===== src/sv/tcl_pkg.sv =====
`timescale 1ns / 1ps
`default_nettype none

package tcl_pkg;

   localparam int BYTE_W  = 8;
   localparam int GLYPH_W = 16;
   localparam int POS_W   = 5;
   localparam int CNT_W   = 6;
   localparam int CFG_W   = 6;
   localparam int IDX_W   = 2;

   localparam int MAX_ROWS    = 32;
   localparam int MAX_COLUMNS = 32;

   localparam logic [CFG_W-1:0]  RESET_ROW_COUNT    = 6'd4;
   localparam logic [CFG_W-1:0]  RESET_COLUMN_COUNT = 6'd8;
   localparam logic [CNT_W-1:0]  COUNT_SAT          = 6'd63;
   localparam logic [BYTE_W-1:0] NEWLINE_BYTE       = 8'h0A;

   localparam logic [IDX_W-1:0] REG_ROW_COUNT      = 2'd0;
   localparam logic [IDX_W-1:0] REG_COLUMN_COUNT   = 2'd1;
   localparam logic [IDX_W-1:0] REG_IGNORE_NEWLINE = 2'd2;

   typedef struct packed {
      logic load;
      logic apply;
      logic blank_step;
      logic nl_mode;
      logic clear;
   } cmd_type;

   typedef struct packed {
      logic out_free;
      logic nl_fill;
      logic glyph;
      logic fill_after_act;
      logic row_end;
      logic fill_after_nl;
      logic eot;
   } status_type;

endpackage

`default_nettype wire


===== src/sv/tcl_req_if.sv =====
`timescale 1ns / 1ps
`default_nettype none

interface tcl_req_if;
   logic                        valid;
   logic                        ready;
   logic [tcl_pkg::BYTE_W-1:0]  text_byte;
   logic                        end_of_text;

   modport source (output valid, text_byte, end_of_text, input ready);
   modport sink (input valid, text_byte, end_of_text, output ready);
endinterface

`default_nettype wire


===== src/sv/tcl_rsp_if.sv =====
`timescale 1ns / 1ps
`default_nettype none

interface tcl_rsp_if;
   logic                         valid;
   logic                         ready;
   logic [tcl_pkg::POS_W-1:0]    cell_row;
   logic [tcl_pkg::POS_W-1:0]    cell_column;
   logic [tcl_pkg::GLYPH_W-1:0]  glyph_code;
   logic                         is_blank;
   logic                         last_of_run;

   modport source (output valid, cell_row, cell_column, glyph_code, is_blank, last_of_run,
                   input ready);
   modport sink (input valid, cell_row, cell_column, glyph_code, is_blank, last_of_run,
                 output ready);
endinterface

`default_nettype wire


===== src/sv/text_cell_layout.sv =====
// a byte is taken in the idle state and decoded in the next; a glyph cell is written to the
//    output register when decode applies it, which waits while the output register is held
// each byte is taken only in idle and decoded before the next byte is accepted; blank runs
//    emit one blank cell per step (up to 2 x clamped column count cells for newline plus
//    end of text), and the run stalls while the output register is held
// reset: synchronous, active high; clears layout state, the control state and the output
//    valid flag and restores row count 4, column count 8, newlines honored
`timescale 1ns / 1ps
`default_nettype none

module text_cell_layout (
   input  wire logic                      clock,
   input  wire logic                      reset,
   tcl_req_if.sink                        req,
   tcl_rsp_if.source                      rsp,
   input  wire logic                      csr_wr_en,
   input  wire logic [tcl_pkg::IDX_W-1:0] csr_index,
   input  wire logic [tcl_pkg::CFG_W-1:0] csr_wdata
);

   tcl_pkg::cmd_type    cmd;
   tcl_pkg::status_type st;
   logic                in_ready;

   tcl_ctrl u_ctrl (
      .clock    (clock),
      .reset    (reset),
      .in_valid (req.valid),
      .in_ready (in_ready),
      .st       (st),
      .cmd      (cmd)
   );

   tcl_dpath u_dpath (
      .clock           (clock),
      .reset           (reset),
      .in_text_byte    (req.text_byte),
      .in_end_of_text  (req.end_of_text),
      .csr_wr_en       (csr_wr_en),
      .csr_index       (csr_index),
      .csr_wdata       (csr_wdata),
      .cmd             (cmd),
      .st              (st),
      .out_valid       (rsp.valid),
      .out_ready       (rsp.ready),
      .out_cell_row    (rsp.cell_row),
      .out_cell_column (rsp.cell_column),
      .out_glyph_code  (rsp.glyph_code),
      .out_is_blank    (rsp.is_blank),
      .out_last_of_run (rsp.last_of_run)
   );

   assign req.ready = in_ready;

endmodule

`default_nettype wire


===== src/sv/tcl_ctrl.sv =====
`timescale 1ns / 1ps
`default_nettype none

module tcl_ctrl (
   input  wire logic                clock,
   input  wire logic                reset,
   input  wire logic                in_valid,
   output logic                     in_ready,
   input  wire tcl_pkg::status_type st,
   output tcl_pkg::cmd_type         cmd
);

   localparam logic [1:0] S_IDLE    = 2'd0;
   localparam logic [1:0] S_DECODE  = 2'd1;
   localparam logic [1:0] S_NLFILL  = 2'd2;
   localparam logic [1:0] S_EOTFILL = 2'd3;

   logic [1:0] state_ff;
   logic [1:0] state_in;

   always_comb begin
      cmd      = '0;
      state_in = state_ff;
      in_ready = 1'b0;
      case (state_ff)
         S_IDLE: begin
            in_ready = 1'b1;
            if (in_valid) begin
               cmd.load = 1'b1;
               state_in = S_DECODE;
            end
         end
         S_DECODE: begin
            if (st.nl_fill) begin
               state_in = S_NLFILL;
            end else if (!st.glyph || st.out_free) begin
               cmd.apply = 1'b1;
               if (st.fill_after_act) begin
                  state_in = S_EOTFILL;
               end else begin
                  cmd.clear = st.eot;
                  state_in  = S_IDLE;
               end
            end
         end
         S_NLFILL: begin
            cmd.nl_mode = 1'b1;
            if (st.out_free) begin
               cmd.blank_step = 1'b1;
               if (st.row_end) begin
                  if (st.fill_after_nl) begin
                     state_in = S_EOTFILL;
                  end else begin
                     cmd.clear = st.eot;
                     state_in  = S_IDLE;
                  end
               end
            end
         end
         S_EOTFILL: begin
            if (st.out_free) begin
               cmd.blank_step = 1'b1;
               if (st.row_end) begin
                  cmd.clear = 1'b1;
                  state_in  = S_IDLE;
               end
            end
         end
         default: begin
            state_in = S_IDLE;
         end
      endcase
   end

   always_ff @(posedge clock) begin
      if (reset) begin
         state_ff <= S_IDLE;
      end else begin
         state_ff <= state_in;
      end
   end

endmodule

`default_nettype wire


===== src/sv/tcl_dpath.sv =====
`timescale 1ns / 1ps
`default_nettype none

module tcl_dpath (
   input  wire logic                          clock,
   input  wire logic                          reset,
   input  wire logic [tcl_pkg::BYTE_W-1:0]    in_text_byte,
   input  wire logic                          in_end_of_text,
   input  wire logic                          csr_wr_en,
   input  wire logic [tcl_pkg::IDX_W-1:0]     csr_index,
   input  wire logic [tcl_pkg::CFG_W-1:0]     csr_wdata,
   input  wire tcl_pkg::cmd_type              cmd,
   output tcl_pkg::status_type                st,
   output logic                               out_valid,
   input  wire logic                          out_ready,
   output logic [tcl_pkg::POS_W-1:0]          out_cell_row,
   output logic [tcl_pkg::POS_W-1:0]          out_cell_column,
   output logic [tcl_pkg::GLYPH_W-1:0]        out_glyph_code,
   output logic                               out_is_blank,
   output logic                               out_last_of_run
);

   localparam logic [tcl_pkg::CFG_W-1:0] MAX_ROWS_C = tcl_pkg::CFG_W'(tcl_pkg::MAX_ROWS);
   localparam logic [tcl_pkg::CFG_W-1:0] MAX_COLS_C = tcl_pkg::CFG_W'(tcl_pkg::MAX_COLUMNS);
   localparam logic [tcl_pkg::CNT_W-1:0] ONE_C      = tcl_pkg::CNT_W'(1);

   // configuration registers
   logic [tcl_pkg::CFG_W-1:0] row_count_ff;
   logic [tcl_pkg::CFG_W-1:0] column_count_ff;
   logic                      ignore_newline_ff;

   // latched transaction
   logic [tcl_pkg::BYTE_W-1:0] byte_ff;
   logic                       eot_ff;

   // layout state
   logic [tcl_pkg::CNT_W-1:0]  row_ff, row_in;
   logic [tcl_pkg::CNT_W-1:0]  col_ff, col_in;
   logic [tcl_pkg::BYTE_W-1:0] held_ff, held_in;
   logic                       pend_ff, pend_in;
   logic                       stop_ff, stop_in;

   // result register
   logic                         out_valid_ff, out_valid_in;
   logic [tcl_pkg::POS_W-1:0]    out_row_ff, out_row_in;
   logic [tcl_pkg::POS_W-1:0]    out_col_ff, out_col_in;
   logic [tcl_pkg::GLYPH_W-1:0]  out_glyph_ff, out_glyph_in;
   logic                         out_blank_ff, out_blank_in;
   logic                         out_last_ff, out_last_in;

   logic [tcl_pkg::CNT_W-1:0]  rows_eff, cols_eff;
   logic [tcl_pkg::CNT_W-1:0]  row_inc, col_inc, col_sat_inc, lead_row;
   logic [tcl_pkg::CNT_W-1:0]  act_row, act_col;
   logic [tcl_pkg::BYTE_W-1:0] act_held;
   logic                       act_pend, act_stop, act_glyph, act_nl_fill;
   logic                       is_newline, wrap;
   logic                       out_free, emit_glyph, emit;

   always_comb begin
      rows_eff = (row_count_ff == '0) ? ONE_C :
                 (row_count_ff > MAX_ROWS_C) ? MAX_ROWS_C : row_count_ff;
      cols_eff = (column_count_ff == '0) ? ONE_C :
                 (column_count_ff > MAX_COLS_C) ? MAX_COLS_C : column_count_ff;
      row_inc     = (row_ff < tcl_pkg::COUNT_SAT) ? row_ff + ONE_C : row_ff;
      col_sat_inc = (col_ff < tcl_pkg::COUNT_SAT) ? col_ff + ONE_C : col_ff;
      col_inc     = col_ff + ONE_C;
      wrap        = (col_ff >= cols_eff);
      lead_row    = wrap ? row_inc : row_ff;
      is_newline  = !ignore_newline_ff && (byte_ff == tcl_pkg::NEWLINE_BYTE)
                    && (col_ff < cols_eff);
   end

   // effect of one text byte, before any end-of-text padding
   always_comb begin
      act_row     = row_ff;
      act_col     = col_ff;
      act_held    = held_ff;
      act_pend    = pend_ff;
      act_stop    = stop_ff;
      act_glyph   = 1'b0;
      act_nl_fill = 1'b0;
      if (!stop_ff) begin
         if (pend_ff) begin
            act_glyph = 1'b1;
            act_col   = col_sat_inc;
            act_pend  = 1'b0;
         end else if (byte_ff[tcl_pkg::BYTE_W-1]) begin
            act_row = lead_row;
            act_col = wrap ? '0 : col_ff;
            if (lead_row >= rows_eff) begin
               act_stop = 1'b1;
            end else begin
               act_held = byte_ff;
               act_pend = 1'b1;
            end
         end else if (is_newline) begin
            if (row_ff < rows_eff) begin
               act_nl_fill = 1'b1;
            end else begin
               act_row = row_inc;
               act_col = '0;
            end
         end
      end
   end

   assign out_free = !out_valid_ff || out_ready;

   always_comb begin
      st                = '0;
      st.out_free       = out_free;
      st.nl_fill        = act_nl_fill;
      st.glyph          = act_glyph;
      st.fill_after_act = eot_ff && !act_stop && (act_row < rows_eff) && (act_col < cols_eff);
      st.row_end        = (col_inc >= cols_eff);
      st.fill_after_nl  = eot_ff && (row_inc < rows_eff);
      st.eot            = eot_ff;
   end

   assign emit_glyph = cmd.apply && act_glyph;
   assign emit       = emit_glyph || cmd.blank_step;

   always_comb begin
      row_in  = row_ff;
      col_in  = col_ff;
      held_in = held_ff;
      pend_in = pend_ff;
      stop_in = stop_ff;
      if (cmd.clear) begin
         row_in  = '0;
         col_in  = '0;
         held_in = '0;
         pend_in = 1'b0;
         stop_in = 1'b0;
      end else if (cmd.apply) begin
         row_in  = act_row;
         col_in  = act_col;
         held_in = act_held;
         pend_in = act_pend;
         stop_in = act_stop;
      end else if (cmd.blank_step) begin
         if (st.row_end && cmd.nl_mode) begin
            row_in = row_inc;
            col_in = '0;
         end else begin
            col_in = col_inc;
         end
      end
   end

   always_comb begin
      out_valid_in = emit ? 1'b1 : (out_ready ? 1'b0 : out_valid_ff);
      out_row_in   = out_row_ff;
      out_col_in   = out_col_ff;
      out_glyph_in = out_glyph_ff;
      out_blank_in = out_blank_ff;
      out_last_in  = out_last_ff;
      if (emit) begin
         out_row_in = row_ff[tcl_pkg::POS_W-1:0];
         out_col_in = col_ff[tcl_pkg::POS_W-1:0];
         if (emit_glyph) begin
            out_glyph_in = {held_ff, byte_ff};
            out_blank_in = 1'b0;
            out_last_in  = !st.fill_after_act;
         end else begin
            out_glyph_in = '0;
            out_blank_in = 1'b1;
            // at end of text a newline run is followed by padding on the next row if that row is on the panel
            out_last_in  = st.row_end && !(cmd.nl_mode && st.fill_after_nl);
         end
      end
   end

   always_ff @(posedge clock) begin
      if (reset) begin
         row_count_ff      <= tcl_pkg::RESET_ROW_COUNT;
         column_count_ff   <= tcl_pkg::RESET_COLUMN_COUNT;
         ignore_newline_ff <= 1'b0;
         row_ff            <= '0;
         col_ff            <= '0;
         held_ff           <= '0;
         pend_ff           <= 1'b0;
         stop_ff           <= 1'b0;
         out_valid_ff      <= 1'b0;
      end else begin
         if (csr_wr_en) begin
            case (csr_index)
               tcl_pkg::REG_ROW_COUNT:      row_count_ff      <= csr_wdata;
               tcl_pkg::REG_COLUMN_COUNT:   column_count_ff   <= csr_wdata;
               tcl_pkg::REG_IGNORE_NEWLINE: ignore_newline_ff <= csr_wdata[0];
               default: ;
            endcase
         end
         row_ff       <= row_in;
         col_ff       <= col_in;
         held_ff      <= held_in;
         pend_ff      <= pend_in;
         stop_ff      <= stop_in;
         out_valid_ff <= out_valid_in;
      end
   end

   always_ff @(posedge clock) begin
      if (cmd.load) begin
         byte_ff <= in_text_byte;
         eot_ff  <= in_end_of_text;
      end
      out_row_ff   <= out_row_in;
      out_col_ff   <= out_col_in;
      out_glyph_ff <= out_glyph_in;
      out_blank_ff <= out_blank_in;
      out_last_ff  <= out_last_in;
   end

   assign out_valid       = out_valid_ff;
   assign out_cell_row    = out_row_ff;
   assign out_cell_column = out_col_ff;
   assign out_glyph_code  = out_glyph_ff;
   assign out_is_blank    = out_blank_ff;
   assign out_last_of_run = out_last_ff;

endmodule

`default_nettype wire


===== src/flat_wrapper.sv =====
// flat-port wrapper written by rule: the top's interface ports become plain ports
module text_cell_layout_flat 
  (clock, reset, csr_wr_en, csr_index, csr_wdata, req_valid, req_text_byte, req_end_of_text, req_ready, rsp_valid, rsp_cell_row, rsp_cell_column, rsp_glyph_code, rsp_is_blank, rsp_last_of_run, rsp_ready);
  tcl_req_if req_i ();
  tcl_rsp_if rsp_i ();
  input  wire logic clock;
  input  wire logic reset;
  input  wire logic csr_wr_en;
  input  wire logic [tcl_pkg::IDX_W-1:0] csr_index;
  input  wire logic [tcl_pkg::CFG_W-1:0] csr_wdata;
  input wire logic [$bits(req_i.valid)-1:0] req_valid;
  input wire logic [$bits(req_i.text_byte)-1:0] req_text_byte;
  input wire logic [$bits(req_i.end_of_text)-1:0] req_end_of_text;
  output wire logic [$bits(req_i.ready)-1:0] req_ready;
  output wire logic [$bits(rsp_i.valid)-1:0] rsp_valid;
  output wire logic [$bits(rsp_i.cell_row)-1:0] rsp_cell_row;
  output wire logic [$bits(rsp_i.cell_column)-1:0] rsp_cell_column;
  output wire logic [$bits(rsp_i.glyph_code)-1:0] rsp_glyph_code;
  output wire logic [$bits(rsp_i.is_blank)-1:0] rsp_is_blank;
  output wire logic [$bits(rsp_i.last_of_run)-1:0] rsp_last_of_run;
  input wire logic [$bits(rsp_i.ready)-1:0] rsp_ready;
  assign req_i.valid = req_valid;
  assign req_i.text_byte = req_text_byte;
  assign req_i.end_of_text = req_end_of_text;
  assign req_ready = req_i.ready;
  assign rsp_valid = rsp_i.valid;
  assign rsp_cell_row = rsp_i.cell_row;
  assign rsp_cell_column = rsp_i.cell_column;
  assign rsp_glyph_code = rsp_i.glyph_code;
  assign rsp_is_blank = rsp_i.is_blank;
  assign rsp_last_of_run = rsp_i.last_of_run;
  assign rsp_i.ready = rsp_ready;
  text_cell_layout u_core (.clock(clock), .reset(reset), .req(req_i), .rsp(rsp_i), .csr_wr_en(csr_wr_en), .csr_index(csr_index), .csr_wdata(csr_wdata));
endmodule

===== config.mk =====
export PLATFORM = sky130hd
export DESIGN_NAME = text_cell_layout_flat
export DESIGN_NICKNAME = d
export VERILOG_FILES = /design/src/sv/tcl_pkg.sv /design/src/sv/tcl_req_if.sv /design/src/sv/tcl_rsp_if.sv /design/src/sv/text_cell_layout.sv /design/src/sv/tcl_ctrl.sv /design/src/sv/tcl_dpath.sv /design/src/flat_wrapper.sv
export SDC_FILE = /design/constraint.sdc
export NUM_CORES = 1
export LEC_CHECK = 0
export BUFFER_PORTS_ARGS = -buffer_cell sky130_fd_sc_hd__buf_2
export CORE_MARGIN = 5
export CORE_UTILIZATION = 65
export CTS_BUF_LIST = sky130_fd_sc_hd__clkbuf_8
export DETAILED_ROUTE_END_ITERATION = 7
export PLACE_DENSITY_LB_ADDON = 0.1
export SYNTH_ARGS = -nofsm -noshare
export SYNTH_HDL_FRONTEND = slang
export SYNTH_HIERARCHICAL = 1
export SYNTH_SLANG_ARGS = --single-unit

===== constraint.sdc =====
create_clock -name clock -period 6.4 [get_ports clock]
set_input_delay 1.28 -clock clock [delete_from_list [all_inputs] [get_ports clock]]
set_output_delay 1.28 -clock clock [all_outputs]
set_load 0.05 [all_outputs]

Yosys cells after proc, flatten, opt, wreduce, memory -nomap -nowiden --
Cells that the tools add are included.
Storage, ports and cells: output and inout bits 30, register bits after elaboration 75, logic and storage cells 151
Operators by class: order comparisons 12, bitwise gates (word level) 3, reduce and logical (&&, ||, !) cells 35, muxes and demuxes 70, equal/unequal tests 12, add/subtract/negate cells 2
Operator list (number):
- $mux 6 | 24
- $mux 1 | 35
- $lt 6x6->1 | 5
- $ge 6x6->1 | 3
- $mux 2 | 9
- $add 6x1->6 const B | 2
- $gt 6x6->1 const B | 2
- $logic_not 6->1 | 2
- $lt 6x6->1 const B | 2
- $logic_and 1x1->1 | 10
- $ne 2x2->1 const B | 5
- $reduce_and 2->1 | 5
- $eq 8x4->1 const B | 1
- $pmux 2 s4 | 1
- $eq 2x2->1 const B | 3
- $logic_not 1->1 | 6
- $reduce_and 6->1 | 1
- $reduce_bool 2->1 | 3
- $reduce_and 5->1 | 1
- $eq 2x1->1 const B | 2
- $logic_not 2->1 | 2
- $reduce_or 2->1 | 2
- $logic_or 1x1->1 | 3
- $ne 3x3->1 const B | 1
- other kinds (2) | 4

Longest topological paths before layout --
Gate-level depths: netlist of run 1.
depth after elaboration 19, depth in mapped cells 22, mapped depth without buffers 21

Hierarchy --
Netlist of run 1, hierarchy kept.
By module, submodules not included:
- tcl_dpath | times used 1, cells each 409, area an instance 4195.3 µm²
- tcl_ctrl | times used 1, cells each 34, area an instance 242.7 µm²

Worst setup path after synthesis of run 1 --
Ideal clock, no wire load.
kind flip-flop to flip-flop, start register u_core/u_dpath/column_count_ff[1] in the netlist's numbering, end register u_core/u_dpath/col_ff[5] in the netlist's numbering, buffers on the path 2, slack 2408 ps, library setup time 78 ps, data arrival time 3914 ps, data required time 6322 ps, cell stages (with the launch flop) 23, clock period less this slack 3992 ps, path through dfxtp_1 nor4_1 nor2_1 nor2_1 ha_1 a21boi_0 o21ai_0 nand2b_1 buf_2 nand2_1 xnor2_1 ha_1 nand2b_1 a2111oi_0 o21bai_1 a21oi_1 o2111ai_1 nor3b_2 nor2b_1 o2bb2ai_1 or2_0 clkbuf_1 nor3_1
RTL lines:
- from (decl) | line tcl_dpath.sv:29 | logic [tcl_pkg::CFG_W-1:0] column_count_ff;
- from (signal assigned) | line tcl_dpath.sv:177 | column_count_ff <= tcl_pkg::RESET_COLUMN_COUNT;
- from (signal assigned) | line tcl_dpath.sv:189 | tcl_pkg::REG_COLUMN_COUNT: column_count_ff <= csr_wdata;
- to (signal assigned) | line tcl_dpath.sv:195 | col_ff <= col_in;
- to (decl) | line tcl_dpath.sv:38 | logic [tcl_pkg::CNT_W-1:0] col_ff, col_in;

==> out/results.txt, run 1 <==
status = complete, no violations
Slew @ Worst Pin = 1223 ps
Worst Path Buf+Inv = 1
commonest non-fill, non-tap cell in the layout = buf_2
area taken by multi-input logic gates = 2399 µm²
Residual DRC = 0
PD cells = 374.9 nW/µm²
main combinational cell family by area after synthesis = simple AND/OR/NAND/NOR gates
CP arrival = 5110 ps
largest net degree at the start of global routing = 29
Crit. path cell count = 22
leak pwr = 0.002096 µW
ratio of final minimum period to clock period = 75.47%
first-pass GRT wire length = 17,010 µm
Layout area overhead = 10.57%
H-Tree Depth = 3
worst reg2reg startpoint = u_core/u_dpath/column_count_ff[1]
Worst slew margin = 18.24%
Syn Nets = 505
vias = 3,574
post-synthesis cell type count = 65
post-cts sizing count = 0
async set or reset register ratio after synthesis = 0%
Final Slew Violations = 0
largest cells by area after synthesis = edfxtp_1 (25%), dfxtp_1 (17%), ha_1 (11%)
Hold WC Path Type = flop to flop
register bit total from synthesis = 75
max_cap viols = 0
Clock Tree Buf Depth = 2
largest area contributor in the netlist = edfxtp_1
FILL cells = 503
Worst-Skew Late Latency = 350 ps
die area = 8580 µm²
final setup vio count = 0
R2R Path End = u_core/u_dpath/col_ff[2]
Max Freq = 0.2070 GHz
Ant. Diodes = 0
CTS tree = yes
Hold WS = 488.7 ps
CTS root buf = clkbuf_8
crit-path cells = nor4_1 > nor2_1 > nor2_1 > ha_1 > a21boi_0 > o21ai_0 > nand2b_1 > nand2_1 > xnor2_1 > ha_1 > nand2b_1 > a2111oi_0 > o21bai_1 > a21oi_1 > o2111ai_1 > nor3b_2 > nor2b_1 > o2bb2ai_1 > or2_0 > buf_4 > a221o_1 > a21oi_1
Placer Congestion = 1.048
IO buf count = 51
Cell Area, Synth = 4438 µm²
vias in the first global route = 3,456
Initial Util = 66.05%
area share of fa/ha/maj cells after synthesis = 11.28%
Yosys top cell area share = 25.04%
# rows = 30
Detailed Route Iter0 Violations = 271
YS warnings = 6
most frequent cells in the layout = buf_2 (51), nor2_1 (45), ha_1 (40)
Global Route Usage Sum = 25.15%
postcts setup bufs = 0
Post-Synth Simple-Gate Area = 19.59%
Synth Area in Compound Gates = 13.98%
hpwl dp = 7529 µm
cts hold-fix bufs = 0
critical path's slowest cell = a2111oi_0
IO Count = 52
fraction of synthesized area in multiplexers = 8.007%
Worst Path Max Fanout = 22
Critical Path Start = u_core/u_dpath/column_count_ff[1]
WS Path Type = flop to flop
Die Height = 92.63 µm
DR pass1 iterations = 5
initial antenna violation count = 0
crit path capture type = flop
xor/xnor cell area share of the yosys netlist = 1.184%
Congestion Overflow GR = 0
WL per Instance = 17.90 µm
R2R depth = 22
CP Launch Type = flop
CP endpoint = u_core/u_dpath/col_ff[2]
Setup TNS = 0 ps
layout cells sized above 1 = 18.70%
fin crit period = 4830 ps
worst IR drop on VDD = 0.1986 mV
final WL = 10,240 µm
nets@finish = 549
CP max stage delay = 420 ps
DRT antenna net count = 0
Mapped Cells = 443
Worst-path clk slew = 90 ps
number of buffers created by CTS = 9
critical path's top delay family = compound AO/OA/AOI/OAI gates
Via density = 6.248
Post-synth EDFFs = 37
Worst R2R Setup Slack = 1570 ps
RSZ-0062 raised after global routing = false
sequential area share after synthesis = 42.18%
die width = 92.63 µm
Synth Flop Type = dfxtp_1
clk sinks = 75
Avg Cell Area, Syn = 10.02 µm²
Hold Vio Cnt, Final = 0
Sequential cell area = 1872 µm²
Crit path required time = 6680 ps
Worst Skew = 11.11 ps
core area = 6719 µm²
[how the worst min path moves through the flow]
stage,from,to,slack [ps],depth (start not counted)
6_report,u_core/u_dpath/held_ff[3],u_core/u_dpath/held_ff[3],490,2
5_1_grt,u_core/u_dpath/held_ff[5],u_core/u_dpath/held_ff[5],520,2
4_1_cts,u_core/u_dpath/held_ff[3],u_core/u_dpath/held_ff[3],490,2
3_5_place_dp,u_core/u_dpath/held_ff[3],u_core/u_dpath/held_ff[3],470,2
3_3_place_gp,u_core/u_dpath/held_ff[7],u_core/u_dpath/held_ff[7],450,2
2_1_floorplan,u_core/u_dpath/held_ff[7],u_core/u_dpath/held_ff[7],430,2
[through the flow]
stage | instances | total power [µW] | util [%] | setup WS, ps | area, µm²
CTS | 572 | 1838 | 73.04 | 1594 | 4907
detailed placement | 556 | 1459 | 69.96 | 1629 | 4701
global route | 572 | 1946 | 73.04 | 1096 | 4907
global placement | 556 | 1453 | 69.96 | 1826 | 4701
finish | 572 | 1840 | 73.04 | 1570 | 4907
floorplan | 443 | 1293 | - | 2408 | 4438
[kinds of logic after synthesis]
kind of cell               count (synthesis)
DFF                                       75
adders and majority gates                 40
and+or+nand+nor                          162
muxes                                     34
buffers and inverters                     37
AOI/OAI and AO/OA                         89
xor gates and xnor gates                   6
[layer usage]
| layer | vias to the layer above | routed length, µm | global-route usage (%) |
|---|---|---|---|
| li1 | 1727 | - | - |
| met1 | 1676 | 4532 | 33.77 |
| met2 | 145 | 4816 | 40.73 |
| met3 | 26 | 596 | 4.062 |
| met4 | 0 | 290 | 9.890 |
| met5 | - | 0 | 0 |
[worst min-delay path, delay by kind of cell (launching register included)]
kind	cells	cell delay [ps]
flip-flops	1	330
multiplexers	1	60
AND/OR/NAND/NOR	1	70
[registers in the layout (all words and copies together), names as in the netlist, 2 cells and up]
register	count
u_core/u_dpath/out_cell_row	5
u_core/u_dpath/row_ff	6
u_core/u_dpath/held_ff	8
u_core/u_dpath/out_cell_column	5
u_core/u_dpath/row_count_ff	6
u_core/u_dpath/column_count_ff	6
u_core/u_ctrl/state_ff	2
u_core/u_dpath/col_ff	6
u_core/u_dpath/out_glyph_code	16
u_core/u_dpath/byte_ff	8
[cell usage after synthesis, drive strengths merged (3+ instances only)]
cell and number:
mux2 12, a21oi 23, clkbuf 11, o21ai 17, xnor2 4, nor3 10, nand2 32, ha 40
a211oi 3, nand2b 5, buf 8, nor4 5, nor3b 4, a21o 4, and2 3, edfxtp 37
a221oi 3, nor2b 10, nor2 46, and3 22, o21a 8, a221o 3, nand4 4, a31oi 4
inv 17, dfxtp 38, nand3 11, mux2i 22
[area by class of cell]
type / count / area share [%]
Clock buffer: 9 / 2.524
Clock inverter: 7 / 1.683
Inverter: 18 / 1.377
Multi-Input combinational cell: 331 / 48.88
Sequential cell: 75 / 38.14
Tap cell: 80 / 2.040
Timing Repair Buffer: 52 / 5.354
[power by group]
part	total, µW	switching, µW	internal, µW
registers	707	81.4	626
logic	755	536	218
clock network	378	191	187
Note: power is estimated with default switching activity, not from simulation.
==> inputs of run 2 (changes only) <==
CORE_UTILIZATION = 61   (was 65)
clock period = 4.9 ns   (was 6.4 ns; I/O delays follow)
==> run 2 against run 1 <==
Against the previous run: sequential cell count unchanged; count of clock-buffer cells in the layout unchanged; sequential power up 28%; clock power up 25%; critical path type unchanged; cell area up 2.8%; setup slack worse by 1200 ps; global-route usage down 0.54 points; register-to-register slack worse by 1200 ps; clock skew down 2.5 ps; hold slack better by 11 ps; critical endpoint is now u_core/u_dpath/col_ff[5].
==> out/results.txt, run 2 (synthesis gave the netlist of run 1 again) <==
CP arrival = 4850 ps (-260 ps)
CP max stage delay = 340 ps (-80 ps)
max_cap viols = 0 (unchanged)
largest net degree at the start of global routing = 29 (unchanged)
Detailed Route Iter0 Violations = 268 (-1.1%)
status = complete, no violations
first-pass GRT wire length = 17,060 µm (+0.28%)
Slew @ Worst Pin = 763.9 ps (-459.5 ps)
Worst Path Buf+Inv = 2 (+1)
Clock Tree Buf Depth = 2 (unchanged)
Residual DRC = 0 (unchanged)
# rows = 31 (+3.3%)
commonest non-fill, non-tap cell in the layout = buf_2
H-Tree Depth = 3 (unchanged)
crit path capture type = flop
Die Height = 95.30 µm (+2.9%)
Setup TNS = 0 ps (unchanged)
CP Launch Type = flop
Ant. Diodes = 0 (unchanged)
Worst slew margin = 48.60% (+30 points)
FILL cells = 563 (+12%)
CTS tree = yes
GRT met1 Usage = 31.54% (-2.2 points)
die area = 9081 µm² (+5.8%)
core area = 7176 µm² (+6.8%)
Via density = 6.102 (-2.3%)
most frequent cells in the layout = buf_2 (51), nor2_1 (45), ha_1 (40)
CTS root buf = clkbuf_8
Place WS = 208.9 ps (-1420 ps)
initial antenna violation count = 0 (unchanged)
Hold WS = 499.6 ps (+10.93 ps)
DR pass1 iterations = 5 (unchanged)
Congestion Overflow GR = 0 (unchanged)
Max Freq = 0.2189 GHz (+5.7%)
number of flip-flops under the largest register name = 16 (unchanged)
vias in the first global route = 3,553 (+2.8%)
layout cells sized above 1 = 21.30% (+2.6 points)
crit-path cells = nor4_1 > nor2_1 > nor2_1 > ha_1 > a21boi_0 > o21ai_1 > nand2b_2 > buf_4 > mux2_2 > ha_1 > a2111oi_2 > o21bai_1 > a21oi_1 > o2111ai_1 > nor3b_2 > nor2b_1 > o2bb2ai_1 > or2_0 > buf_4 > nor3_1
DRT antenna net count = 0 (unchanged)
Hold Vio Cnt, Final = 0 (unchanged)
Crit path required time = 5180 ps (-1500 ps)
WS Path Type = flop to flop
Worst-Skew Late Latency = 350 ps (about the same)
IO buf count = 51 (unchanged)
critical path's top delay family = simple AND/OR/NAND/NOR gates
Initial Util = 61.85% (-4.2 points)
clk sinks = 75 (unchanged)
Final Slew Violations = 0 (unchanged)
leak pwr = 0.002177 µW (+3.9%)
Layout area overhead = 13.70%
met2 Use GR = 40.82% (+0.091 points)
die width = 95.30 µm (+2.9%)
final WL = 10,650 µm (+4.1%)
worst IR drop on VDD = 0.2235 mV (+13%)
IO Count = 52 (unchanged)
number of buffers created by CTS = 9 (unchanged)
GR Layer Usage met3 = 4.657% (+0.59 points)
final setup vio count = 0 (unchanged)
vias = 3,698 (+3.5%)
ratio of final minimum period to clock period = 93.24% (+18 points)
critical path's slowest cell = dfxtp_1
Worst-path clk slew = 80 ps (about the same)
final core occ = 70.32% (-2.7 points)
PD cells = 487.3 nW/µm² (+30%)
Placer Congestion = 1.057 (+0.83%)
fin worst setup slack = 331.3 ps (-1238 ps)
hpwl dp = 7890 µm (+4.8%)
Hold WC Path Type = flop to flop
nets@finish = 564 (+2.7%)
Global Route Usage Sum = 24.61% (-0.54 points)
Worst Skew = 8.558 ps (-2.547 ps)
busiest layer in global routing = met2
fin crit period = 4569 ps (-261.6 ps)
WL per Instance = 17.58 µm (-1.8%)
Worst Path Max Fanout = 13 (-41%)
[run 2: cell types whose count changed in the layout (fill, tap and decap cells not counted), sizes merged]
cell	change
buf	+15
clkinv	+2
clkinvlp	-1
inv	-1
[run 2: what timing repair did]
action / 4_1_cts / 5_1_grt
hold buffers: 0 / 0
setup endpoints to repair: 0 / 23
resized for setup: 0 / 4
setup buffers: 0 / 5
[run 2: where the power goes]
group	switching (µW)	internal (µW)	total [µW]	leakage (µW)
clock	234	239	473	0.000107
sequential	88.0	814	902	0.000659
combinational	736	348	1080	0.00141
total	1060	1400	2460	0.00218
[run 2: per-layer routing]
metal	share of wire, %	vias to the layer above
met4	1.8	0
li1	-	1754
met3	7.6	20
met5	0	-
met2	50	157
met1	41	1767
[run 2: per-stage QoR]
stage,area (µm²),instances,power (µW)
6_report,5046,606,2459
3_5_place_dp,4800,585,1947
5_1_grt,5046,606,2604
4_1_cts,5000,601,2421
3_3_place_gp,4800,585,1929
2_1_floorplan,4438,443,1688
[run 2: worst min-delay path, stage by stage, from the launching register on]
cell	delay, ps
dfxtp_1	330
nor2_1	50
nor2_1	80
[run 2: path summary, 6_finish.rpt]
path	from	end	slack, ps	depth (start not counted)
max	u_core/u_dpath/column_count_ff[2]	u_core/u_dpath/col_ff[5]	330	20
min	u_core/u_dpath/held_ff[7]	u_core/u_dpath/held_ff[7]	500	2
max reg2reg	u_core/u_dpath/column_count_ff[2]	u_core/u_dpath/col_ff[5]	330	20
min reg2reg	u_core/u_dpath/held_ff[7]	u_core/u_dpath/held_ff[7]	500	2
[run 2: cell type report]
type                    instances  area (µm²)  share of cell area, %
clock inverters                 7       76.32                  1.513
clock buffers                   9       123.9                  2.455
inverters                      18       67.56                  1.339
well taps                      99       123.9                  2.455
multi-input cells             331        2407                  47.71
flip-flops and latches         75        1872                  37.09
repair buffers                 67       375.4                  7.439
